--- src/rtl/core/indexed_list_store_unit_macros.svh ---
// assertion macros for the indexed list store unit
// used by the controller and datapath modules, expects clk and rst_n in scope
`ifndef INDEXED_LIST_STORE_UNIT_MACROS_SVH
`define INDEXED_LIST_STORE_UNIT_MACROS_SVH

// consequent checked in the same cycle as the antecedent
`define ILSU_ASSERT_SAME(label, ante, cons, msg) \
  label: assert property (@(posedge clk) disable iff (!rst_n) (ante) |-> (cons)) \
    else $error(msg);

// consequent checked in the cycle after the antecedent
`define ILSU_ASSERT_NEXT(label, ante, cons, msg) \
  label: assert property (@(posedge clk) disable iff (!rst_n) (ante) |=> (cons)) \
    else $error(msg);

`endif

--- src/rtl/core/ilsu_pkg.sv ---
// shared constants, payload structs and control types for the list store unit
// no dependencies; used by every module of the block except ilsu_ram
package ilsu_pkg;

  // list sizing
  localparam int CAPACITY   = 64;
  localparam int ITEM_WIDTH = 32;
  localparam int ADDR_W     = (CAPACITY > 1) ? $clog2(CAPACITY) : 1;
  localparam int CNT_W      = $clog2(CAPACITY + 1);
  localparam int IDX_W      = 6;
  localparam int CMP_W      = (CNT_W > IDX_W) ? CNT_W : IDX_W;
  localparam int WORD_W     = 32;
  localparam int CNT_FLD_W  = 7;

  typedef logic [ITEM_WIDTH-1:0] item_t;
  typedef logic [ADDR_W-1:0]     addr_t;
  typedef logic [CNT_W-1:0]      cnt_t;
  typedef logic [CMP_W-1:0]      cmp_t;
  typedef logic [IDX_W-1:0]      idx_t;
  typedef logic [WORD_W-1:0]     word_t;
  typedef logic [CNT_FLD_W-1:0]  cnt_fld_t;

  // operation codes
  typedef enum logic [1:0] {
    CMD_APPEND = 2'd0,
    CMD_REMOVE = 2'd1,
    CMD_READ   = 2'd2,
    CMD_WRITE  = 2'd3
  } cmd_t;

  // result status codes
  typedef enum logic [1:0] {
    STS_OK        = 2'd0,
    STS_BAD_INDEX = 2'd1,
    STS_FULL      = 2'd2
  } status_t;

  typedef struct packed {
    cmd_t  command;
    idx_t  index;
    word_t value;
  } in_item_t;

  typedef struct packed {
    word_t    read_value;
    cnt_fld_t item_count;
    status_t  status;
  } out_item_t;

  // controller states
  typedef enum logic [2:0] {
    S_IDLE,
    S_EXEC,
    S_RDWAIT,
    S_RMWAIT,
    S_SHIFT,
    S_DONE
  } state_t;

  // memory read address select
  typedef enum logic [1:0] {
    RD_NONE,
    RD_INDEX,
    RD_PTR1,
    RD_PTR2
  } rd_sel_t;

  // memory write address and data select
  typedef enum logic [1:0] {
    WR_NONE,
    WR_APPEND,
    WR_INDEX,
    WR_SHIFT
  } wr_sel_t;

  // controller to datapath commands
  typedef struct packed {
    logic    capture;
    wr_sel_t wr_sel;
    rd_sel_t rd_sel;
    logic    ptr_load;
    logic    ptr_inc;
    logic    cnt_inc;
    logic    cnt_dec;
    logic    rd_capture;
    logic    rd_clear;
    logic    res_set;
    status_t res_status;
    logic    out_load;
  } dp_cmd_t;

  // datapath to controller status
  typedef struct packed {
    cmd_t command;
    logic idx_ok;
    logic full;
    logic more1;
    logic more2;
  } dp_stat_t;

endpackage

--- src/rtl/core/ilsu_ram.sv ---
// generic single write port, single read port ram with registered read data
// no dependencies
module ilsu_ram #(
  parameter int WIDTH = 32,
  parameter int DEPTH = 64
) (
  input  logic                                    clk,
  input  logic                                    we,
  input  logic [((DEPTH > 1) ? $clog2(DEPTH) : 1)-1:0] waddr,
  input  logic [WIDTH-1:0]                        wdata,
  input  logic                                    re,
  input  logic [((DEPTH > 1) ? $clog2(DEPTH) : 1)-1:0] raddr,
  output logic [WIDTH-1:0]                        rdata
);

  logic [WIDTH-1:0] mem_r [DEPTH];
  logic [WIDTH-1:0] rdata_r;

  // write port
  always_ff @(posedge clk) begin
    if (we) begin
      mem_r[waddr] <= wdata;
    end
  end

  // registered read port
  always_ff @(posedge clk) begin
    if (re) begin
      rdata_r <= mem_r[raddr];
    end
  end

  assign rdata = rdata_r;

endmodule

--- src/rtl/core/ilsu_datapath.sv ---
// datapath of the list store: captured transaction, count, shift pointer, item ram
// depends on ilsu_pkg, ilsu_ram and the assertion macro header
`include "indexed_list_store_unit_macros.svh"

module ilsu_datapath (
  input  logic                clk,
  input  logic                rst_n,
  input  ilsu_pkg::in_item_t  in_data,
  input  ilsu_pkg::dp_cmd_t   cmd,
  output ilsu_pkg::dp_stat_t  stat,
  output ilsu_pkg::out_item_t out_data
);

  ilsu_pkg::cmd_t      cmd_r,    cmd_nxt;
  ilsu_pkg::idx_t      idx_r,    idx_nxt;
  ilsu_pkg::item_t     val_r,    val_nxt;
  ilsu_pkg::cnt_t      count_r,  count_nxt;
  ilsu_pkg::addr_t     ptr_r,    ptr_nxt;
  ilsu_pkg::item_t     rd_r,     rd_nxt;
  ilsu_pkg::status_t   sts_r,    sts_nxt;
  ilsu_pkg::out_item_t out_r,    out_nxt;

  ilsu_pkg::cnt_t  ptr_ext;
  ilsu_pkg::cnt_t  ptr_p1;
  ilsu_pkg::cnt_t  ptr_p2;
  logic            ram_we;
  ilsu_pkg::addr_t ram_waddr;
  ilsu_pkg::item_t ram_wdata;
  logic            ram_re;
  ilsu_pkg::addr_t ram_raddr;
  ilsu_pkg::item_t ram_rdata;

  // pointer arithmetic for the shift
  assign ptr_ext = ilsu_pkg::cnt_t'(ptr_r);
  assign ptr_p1  = ptr_ext + ilsu_pkg::cnt_t'(1);
  assign ptr_p2  = ptr_ext + ilsu_pkg::cnt_t'(2);

  // status back to the controller
  assign stat.command = cmd_r;
  assign stat.idx_ok  = ilsu_pkg::cmp_t'(idx_r) < ilsu_pkg::cmp_t'(count_r);
  assign stat.full    = count_r == ilsu_pkg::cnt_t'(ilsu_pkg::CAPACITY);
  assign stat.more1   = ptr_p1 < count_r;
  assign stat.more2   = ptr_p2 < count_r;

  // ram write select
  always_comb begin
    ram_we    = 1'b0;
    ram_waddr = ptr_r;
    ram_wdata = ram_rdata;
    case (cmd.wr_sel)
      ilsu_pkg::WR_APPEND: begin
        ram_we    = 1'b1;
        ram_waddr = ilsu_pkg::addr_t'(count_r);
        ram_wdata = val_r;
      end
      ilsu_pkg::WR_INDEX: begin
        ram_we    = 1'b1;
        ram_waddr = ilsu_pkg::addr_t'(idx_r);
        ram_wdata = val_r;
      end
      ilsu_pkg::WR_SHIFT: begin
        ram_we    = 1'b1;
        ram_waddr = ptr_r;
        ram_wdata = ram_rdata;
      end
      default: begin
        ram_we = 1'b0;
      end
    endcase
  end

  // ram read select
  always_comb begin
    ram_re    = 1'b0;
    ram_raddr = ptr_r;
    case (cmd.rd_sel)
      ilsu_pkg::RD_INDEX: begin
        ram_re    = 1'b1;
        ram_raddr = ilsu_pkg::addr_t'(idx_r);
      end
      ilsu_pkg::RD_PTR1: begin
        ram_re    = 1'b1;
        ram_raddr = ilsu_pkg::addr_t'(ptr_p1);
      end
      ilsu_pkg::RD_PTR2: begin
        ram_re    = 1'b1;
        ram_raddr = ilsu_pkg::addr_t'(ptr_p2);
      end
      default: begin
        ram_re = 1'b0;
      end
    endcase
  end

  ilsu_ram #(
    .WIDTH (ilsu_pkg::ITEM_WIDTH),
    .DEPTH (ilsu_pkg::CAPACITY)
  ) u_item_ram (
    .clk   (clk),
    .we    (ram_we),
    .waddr (ram_waddr),
    .wdata (ram_wdata),
    .re    (ram_re),
    .raddr (ram_raddr),
    .rdata (ram_rdata)
  );

  // transaction capture
  always_comb begin
    cmd_nxt = cmd_r;
    idx_nxt = idx_r;
    val_nxt = val_r;
    if (cmd.capture) begin
      cmd_nxt = in_data.command;
      idx_nxt = in_data.index;
      val_nxt = ilsu_pkg::item_t'(in_data.value);
    end
  end

  // item count
  always_comb begin
    count_nxt = count_r;
    if (cmd.cnt_inc) begin
      count_nxt = count_r + ilsu_pkg::cnt_t'(1);
    end else if (cmd.cnt_dec) begin
      count_nxt = count_r - ilsu_pkg::cnt_t'(1);
    end
  end

  // shift pointer
  always_comb begin
    ptr_nxt = ptr_r;
    if (cmd.ptr_load) begin
      ptr_nxt = ilsu_pkg::addr_t'(idx_r);
    end else if (cmd.ptr_inc) begin
      ptr_nxt = ilsu_pkg::addr_t'(ptr_p1);
    end
  end

  // result value and status
  always_comb begin
    rd_nxt  = rd_r;
    sts_nxt = sts_r;
    if (cmd.rd_capture) begin
      rd_nxt = ram_rdata;
    end else if (cmd.rd_clear) begin
      rd_nxt = '0;
    end
    if (cmd.res_set) begin
      sts_nxt = cmd.res_status;
    end
  end

  // output register
  always_comb begin
    out_nxt = out_r;
    if (cmd.out_load) begin
      out_nxt.read_value = ilsu_pkg::word_t'(rd_r);
      out_nxt.item_count = ilsu_pkg::cnt_fld_t'(count_r);
      out_nxt.status     = sts_r;
    end
  end

  always_ff @(posedge clk) begin
    if (!rst_n) begin
      count_r <= '0;
    end else begin
      count_r <= count_nxt;
    end
  end

  always_ff @(posedge clk) begin
    cmd_r <= cmd_nxt;
    idx_r <= idx_nxt;
    val_r <= val_nxt;
    ptr_r <= ptr_nxt;
    rd_r  <= rd_nxt;
    sts_r <= sts_nxt;
    out_r <= out_nxt;
  end

  assign out_data = out_r;

  // checks
  `ILSU_ASSERT_SAME(a_shift_in_range, cmd.wr_sel == ilsu_pkg::WR_SHIFT, ptr_p1 < count_r, "shift write past the last item")
  `ILSU_ASSERT_SAME(a_append_room, cmd.wr_sel == ilsu_pkg::WR_APPEND, !stat.full, "append write while full")
  `ILSU_ASSERT_NEXT(a_count_inc, cmd.cnt_inc, count_r == ilsu_pkg::cnt_t'($past(count_r) + 1'b1), "count did not advance after append")

endmodule

--- src/rtl/core/ilsu_ctrl.sv ---
// controller state machine of the list store: sequences each transaction
// depends on ilsu_pkg and the assertion macro header
`include "indexed_list_store_unit_macros.svh"

module ilsu_ctrl (
  input  logic               clk,
  input  logic               rst_n,
  input  logic               in_valid,
  output logic               in_stall,
  output logic               out_valid,
  input  logic               out_stall,
  input  ilsu_pkg::dp_stat_t stat,
  output ilsu_pkg::dp_cmd_t  cmd
);

  ilsu_pkg::state_t state_r, state_nxt;
  logic             out_valid_r, out_valid_nxt;
  logic             slot_free;

  assign slot_free = !out_valid_r || !out_stall;
  assign in_stall  = state_r != ilsu_pkg::S_IDLE;

  // next state
  always_comb begin
    state_nxt = state_r;
    case (state_r)
      ilsu_pkg::S_IDLE: begin
        if (in_valid) begin
          state_nxt = ilsu_pkg::S_EXEC;
        end
      end
      ilsu_pkg::S_EXEC: begin
        if (stat.command == ilsu_pkg::CMD_APPEND || !stat.idx_ok) begin
          state_nxt = ilsu_pkg::S_DONE;
        end else if (stat.command == ilsu_pkg::CMD_READ) begin
          state_nxt = ilsu_pkg::S_RDWAIT;
        end else if (stat.command == ilsu_pkg::CMD_REMOVE) begin
          state_nxt = ilsu_pkg::S_RMWAIT;
        end else begin
          state_nxt = ilsu_pkg::S_DONE;
        end
      end
      ilsu_pkg::S_RDWAIT: begin
        state_nxt = ilsu_pkg::S_DONE;
      end
      ilsu_pkg::S_RMWAIT: begin
        state_nxt = stat.more1 ? ilsu_pkg::S_SHIFT : ilsu_pkg::S_DONE;
      end
      ilsu_pkg::S_SHIFT: begin
        state_nxt = stat.more2 ? ilsu_pkg::S_SHIFT : ilsu_pkg::S_DONE;
      end
      ilsu_pkg::S_DONE: begin
        if (slot_free) begin
          state_nxt = ilsu_pkg::S_IDLE;
        end
      end
      default: begin
        state_nxt = ilsu_pkg::S_IDLE;
      end
    endcase
  end

  // datapath commands
  always_comb begin
    cmd = '0;
    case (state_r)
      ilsu_pkg::S_IDLE: begin
        cmd.capture = in_valid;
      end
      ilsu_pkg::S_EXEC: begin
        cmd.res_set = 1'b1;
        cmd.rd_clear = 1'b1;
        cmd.res_status = ilsu_pkg::STS_OK;
        if (stat.command == ilsu_pkg::CMD_APPEND) begin
          if (stat.full) begin
            cmd.res_status = ilsu_pkg::STS_FULL;
          end else begin
            cmd.wr_sel  = ilsu_pkg::WR_APPEND;
            cmd.cnt_inc = 1'b1;
          end
        end else if (!stat.idx_ok) begin
          cmd.res_status = ilsu_pkg::STS_BAD_INDEX;
        end else if (stat.command == ilsu_pkg::CMD_WRITE) begin
          cmd.wr_sel = ilsu_pkg::WR_INDEX;
        end else begin
          cmd.rd_sel   = ilsu_pkg::RD_INDEX;
          cmd.ptr_load = stat.command == ilsu_pkg::CMD_REMOVE;
        end
      end
      ilsu_pkg::S_RDWAIT: begin
        cmd.rd_capture = 1'b1;
      end
      ilsu_pkg::S_RMWAIT: begin
        cmd.rd_capture = 1'b1;
        if (stat.more1) begin
          cmd.rd_sel = ilsu_pkg::RD_PTR1;
        end else begin
          cmd.cnt_dec = 1'b1;
        end
      end
      ilsu_pkg::S_SHIFT: begin
        cmd.wr_sel  = ilsu_pkg::WR_SHIFT;
        cmd.ptr_inc = 1'b1;
        if (stat.more2) begin
          cmd.rd_sel = ilsu_pkg::RD_PTR2;
        end else begin
          cmd.cnt_dec = 1'b1;
        end
      end
      ilsu_pkg::S_DONE: begin
        cmd.out_load = slot_free;
      end
      default: begin
        cmd = '0;
      end
    endcase
  end

  // result valid
  always_comb begin
    out_valid_nxt = out_valid_r && out_stall;
    if (cmd.out_load) begin
      out_valid_nxt = 1'b1;
    end
  end

  always_ff @(posedge clk) begin
    if (!rst_n) begin
      state_r     <= ilsu_pkg::S_IDLE;
      out_valid_r <= 1'b0;
    end else begin
      state_r     <= state_nxt;
      out_valid_r <= out_valid_nxt;
    end
  end

  assign out_valid = out_valid_r;

  // checks
  `ILSU_ASSERT_NEXT(a_accept_exec, in_valid && !in_stall, state_r == ilsu_pkg::S_EXEC, "accepted transaction did not start")
  `ILSU_ASSERT_NEXT(a_load_valid, cmd.out_load, out_valid_r && state_r == ilsu_pkg::S_IDLE, "result load did not raise valid")
  `ILSU_ASSERT_NEXT(a_shift_end, state_r == ilsu_pkg::S_SHIFT && !stat.more2, state_r == ilsu_pkg::S_DONE, "shift did not end")

endmodule

--- src/rtl/core/indexed_list_store_unit.sv ---
// top level of the indexed list store unit: controller plus datapath
// depends on ilsu_pkg, ilsu_ctrl and ilsu_datapath
//
//   channel   ports                          payload
//   input     in_valid / in_stall / in_data   command, index, value
//   result    out_valid / out_stall / out_data read_value, item_count, status
//
// one transaction at a time; append, write and failed commands pass the idle,
// execute and done states, read adds a read wait state, remove at index i with
// n items adds a wait state and shifts n - 1 - i items one per cycle in the ram
// the finished result waits in an output register, so out_stall only holds the
// controller in its done state and does not block the datapath before that
// synchronous active-low reset clears the item count; ram contents are not reset
module indexed_list_store_unit (
  input  logic                clk,
  input  logic                rst_n,
  input  logic                in_valid,
  output logic                in_stall,
  input  ilsu_pkg::in_item_t  in_data,
  output logic                out_valid,
  input  logic                out_stall,
  output ilsu_pkg::out_item_t out_data
);

  ilsu_pkg::dp_cmd_t  dp_cmd;
  ilsu_pkg::dp_stat_t dp_stat;

  // sequencing
  ilsu_ctrl u_ctrl (
    .clk       (clk),
    .rst_n     (rst_n),
    .in_valid  (in_valid),
    .in_stall  (in_stall),
    .out_valid (out_valid),
    .out_stall (out_stall),
    .stat      (dp_stat),
    .cmd       (dp_cmd)
  );

  // storage and result path
  ilsu_datapath u_datapath (
    .clk      (clk),
    .rst_n    (rst_n),
    .in_data  (in_data),
    .cmd      (dp_cmd),
    .stat     (dp_stat),
    .out_data (out_data)
  );

endmodule
--- config.mk ---
export PLATFORM = sky130hd
export DESIGN_NAME = indexed_list_store_unit
export DESIGN_NICKNAME = d
export VERILOG_FILES = /design/src/rtl/core/ilsu_pkg.sv /design/src/rtl/core/ilsu_ram.sv /design/src/rtl/core/ilsu_datapath.sv /design/src/rtl/core/ilsu_ctrl.sv /design/src/rtl/core/indexed_list_store_unit.sv
export VERILOG_INCLUDE_DIRS = /design/src /design/src/rtl/core
export SDC_FILE = /design/constraint.sdc
export NUM_CORES = 2
export LEC_CHECK = 0
export ABC_AREA = 1
export BUFFER_PORTS_ARGS = -buffer_cell sky130_fd_sc_hd__buf_2
export CAP_MARGIN = 20
export CORE_AREA = 8 8 560 562
export CTS_CLUSTER_DIAMETER = 40
export DETAILED_ROUTE_END_ITERATION = 16
export DIE_AREA = 0 0 568 570
export PLACE_DENSITY_LB_ADDON = 0.1
export SETUP_SLACK_MARGIN = 0.4
export SYNTH_ARGS = -nofsm -noshare
export SYNTH_HDL_FRONTEND = slang
export SYNTH_SLANG_ARGS = --single-unit
--- constraint.sdc ---
create_clock -name clk -period 7.7 [get_ports clk]
set_input_delay 0.77 -clock clk [delete_from_list [all_inputs] [get_ports clk]]
set_output_delay 0.77 -clock clk [all_outputs]
set_load 0.03 [all_outputs]
==> reports/results.txt <==
Status: completed
Post-DRT Antenna Nets: 0
CTS sink cnt: 2,212
Final wirelength: 336,000 um
Yosys cell types: 41
HP Class: primary input to flop
Ports: 87
CTS tree: yes
Initial antenna violation count: 24
Nets@finish: 9,123
DR pass1 iterations: 9
Post-synthesis mux area share: 0.0116%
Crit Path Max Fanout: 94
Resized cells post-CTS: 0
Total CTS buffers: 403
Fin Clk Skew: 70.2 ps
Clk Latency, worst-skew pair: 930 ps
Vias in the first global route: 64,489
Startpoint Class: flop
Worst EP required: 8340 ps
Tcrit/Tclk final: 78.8%
Fmax: 165 MHz
Post-Synth Adder-Cell Area: 0.420%
Pin count of the biggest net entering global routing: 149
Tightest hold margin: 118 ps
Starting density of the core: 31.9%
Syn avg cell area: 11.0 um^2
GRT Residual Overflow: 0
Post-synthesis sequential area ratio: 68.3%
Detailed Route Iter0 Violations: 6,452
Final period demand of the worst path: 6070 ps
Placeable Area: 0.305 mm^2
Critical Path Sink Type: flop
Synthesis-to-finish area growth: 20.7%
Max-slew headroom: 24.3%
DRC Markers: 0
Port Buf Inserts: 86
Critical path class: flop to flop
CTS root buf: clkbuf_16
Final Setup Violations: 0
FP Rows: 203
Cell Area, Synth: 0.0970 mm^2
Yosys reg bits: 2,212
Synth Area in XOR/XNOR: 0.0903%
Post-layout util: 38.5%
H-tree levels: 5
Setup TNS Final: 0 ps
Final instance area: 0.117 mm^2
Worst-margin pin slew: 1140 ps
Avg WL per Cell: 25.1 um
Final Wtd Congestion: 0.796
Final hold vios: 0
DPL Wire Length: 185,000 um
Crit path DAT: 6720 ps
Gr usage total: 20.1%
Syn Nets: 8,886
Die area: 0.324 mm^2
Via count: 65,817
Max-slew violations: 0
Syn Inst Count: 8,810
Setup bufs post-CTS: 0
Synth Area in Simple Gates: 21.9%
Synth Area in Compound Gates: 0.566%
Cell Area, Placed: 0.103 mm^2
Layout cells sized above 1: 11.9%
RSZ-0062 raised after global routing: false
Vias/cell: 4.91
First-pass GRT wire length: 482,000 um
Reg clk slew, reported paths: 50 ps
Die H: 570 um
Largest family of logic cells by synthesized area: simple AND/OR/NAND/NOR gates
Cts hold-fix bufs: 39
CTS Buffer Depth: 4
Yosys warning count: 0
Die W: 568 um
Max_cap viols: 0
==> critical path, stage by stage (launching register included) <==
cell	delay, ps
edfxtp_1	560
ha_1	280
nand2_1	70
nor2_1	160
nand2_1	90
xor2_1	300
ha_1	290
nand2_1	80
a21oi_1	40
nor2_1	190
nand3_2	240
nand3_4	520
nand3_4	210
nand2_8	500
buf_12	510
buf_4	640
nand2_1	120
nand3_1	130
nand3_1	140
nand3_1	130
nand3_1	140
nand3_1	220
nand2_1	80
==> sequential cells by signal (all words and copies together) (netlist names) <==
register,flops
u_ctrl.out_valid,1
u_ctrl.state_r,3
u_datapath.cmd_r,2
u_datapath.count_r,7
u_datapath.out_data,41
u_datapath.u_item_ram.mem_r,2048
u_datapath.rd_r,32
u_datapath.idx_r,6
u_datapath.ptr_r,6
u_datapath.u_item_ram.rdata,32
u_datapath.val_r,32
u_datapath.sts_r,2
==> through the flow <==
step | instances | worst slack [ps]
6_report | 13400 | 1630
4_1_cts | 13388 | 1600
3_5_place_dp | 12598 | 1660
2_1_floorplan | 8810 | 2230
3_3_place_gp | 12587 | 1550
5_1_grt | 13391 | 1190
==> cell type report <==
cell class | count | area, um^2
repair buffers | 370 | 3320
diodes | 10 | 25.0
multi-input cells | 4550 | 23300
inverters | 1510 | 5680
clock inverters | 309 | 3250
well taps | 3997 | 5000
flip-flops and latches | 2212 | 66300
clock buffers | 442 | 10300
fillers | 29364 | 187000
==> layer usage <==
layer | wire length, um | up-vias | global-route usage, % | share of wire [%]
met2 | 153000 | 2027 | 32.1 | 46
met1 | 156000 | 32906 | 29.1 | 47
met5 | 27 | - | 0 | 0.0080
li1 | - | 30448 | - | -
met4 | 6280 | 4 | 4.18 | 1.9
met3 | 20000 | 432 | 3.16 | 6.0
==> cell usage after synthesis <==
cell	instances	area [um^2]
nor4_1	2	12.5
nand3_2	3	30.0
ha_1	31	388
o2111ai_1	2	17.5
inv_2	6	22.5
nor2_4	2	22.5
o21ai_0	51	255
nor3_1	8	40.0
o21bai_1	1	7.51
o21ai_2	1	8.76
buf_1	38	143
o22ai_1	1	6.26
nand4_1	8	50.1
o221ai_1	5	43.8
nand3_1	2153	10800
nand4_2	2	25.0
a21oi_1	25	125
nor2_1	120	450
edfxtp_1	2201	66100
o21ai_1	3	15.0
buf_2	337	1690
a21o_1	2	15.0
a21oi_4	1	16.3
inv_1	1504	5650
buf_6	10	113
and2_1	1	6.26
clkbuf_1	100	375
nand2_2	3	18.8
o21a_1	2	15.0
nand2_1	1593	5980
nor2_2	2	12.5
o211ai_1	2	15.0
xnor2_1	3	26.3
mux2_2	1	11.3
buf_4	53	398
a21oi_2	1	8.76
dfxtp_1	11	220
xor2_1	7	61.3
nand3_4	1	17.5
nand3b_1	512	3840
fa_1	1	20.0
==> cell families after synthesis <==
| family | after synthesis |
|---|---|
| AND/OR/NAND/NOR | 4410 |
| adder cells (fa/ha/maj) | 32 |
| XOR/XNOR | 10 |
| AO/OA/AOI/OAI | 97 |
| flip-flops | 2212 |
| multiplexers | 1 |
| buffers and inverters | 2048 |
==> layout by cell type, fill, tap and decap left out, types with 19 or more instances in the layout <==
| cell type | Yosys | routed |
|---|---|---|
| a21oi_1 | 25 | 23 |
| nand2_1 | 1593 | 1592 |
| clkbuf_16 | 0 | 404 |
| clkinvlp_4 | 0 | 59 |
| o21ai_4 | 0 | 34 |
| nand3b_1 | 512 | 512 |
| o21ai_0 | 51 | 19 |
| clkinv_1 | 0 | 53 |
| nand3_1 | 2153 | 2153 |
| inv_1 | 1504 | 1502 |
| bufinv_16 | 0 | 39 |
| clkinv_2 | 0 | 78 |
| nor2_4 | 2 | 62 |
| clkbuf_1 | 100 | 37 |
| inv_6 | 0 | 34 |
| buf_4 | 53 | 195 |
| edfxtp_1 | 2201 | 2201 |
| ha_1 | 31 | 31 |
| dlygate4sd3_1 | 0 | 39 |
| buf_12 | 0 | 46 |
| buf_2 | 337 | 86 |
| clkinv_4 | 0 | 22 |
| nor2_1 | 120 | 60 |
==> worst paths after layout <==
kind | slack [ps] | start | cells after the start | end
setup / recovery | 1630 | u_datapath.ptr_r[2]$_DFFE_PP_ | 22 | u_datapath.u_item_ram.rdata[22]$_DFFE_PN_
hold / removal | 120 | in_data[32] | 1 | u_datapath.idx_r[0]$_DFFE_PP_
setup reg to reg | 1630 | u_datapath.ptr_r[2]$_DFFE_PP_ | 22 | u_datapath.u_item_ram.rdata[22]$_DFFE_PN_
hold reg to reg | 410 | u_datapath.rd_r[19]$_SDFFCE_PN0P_ | 0 | u_datapath.out_data[28]$_DFFE_PP_
Power is not shown: default switching activity piles up to over one toggle a cycle in this logic, so the estimate is an artifact.
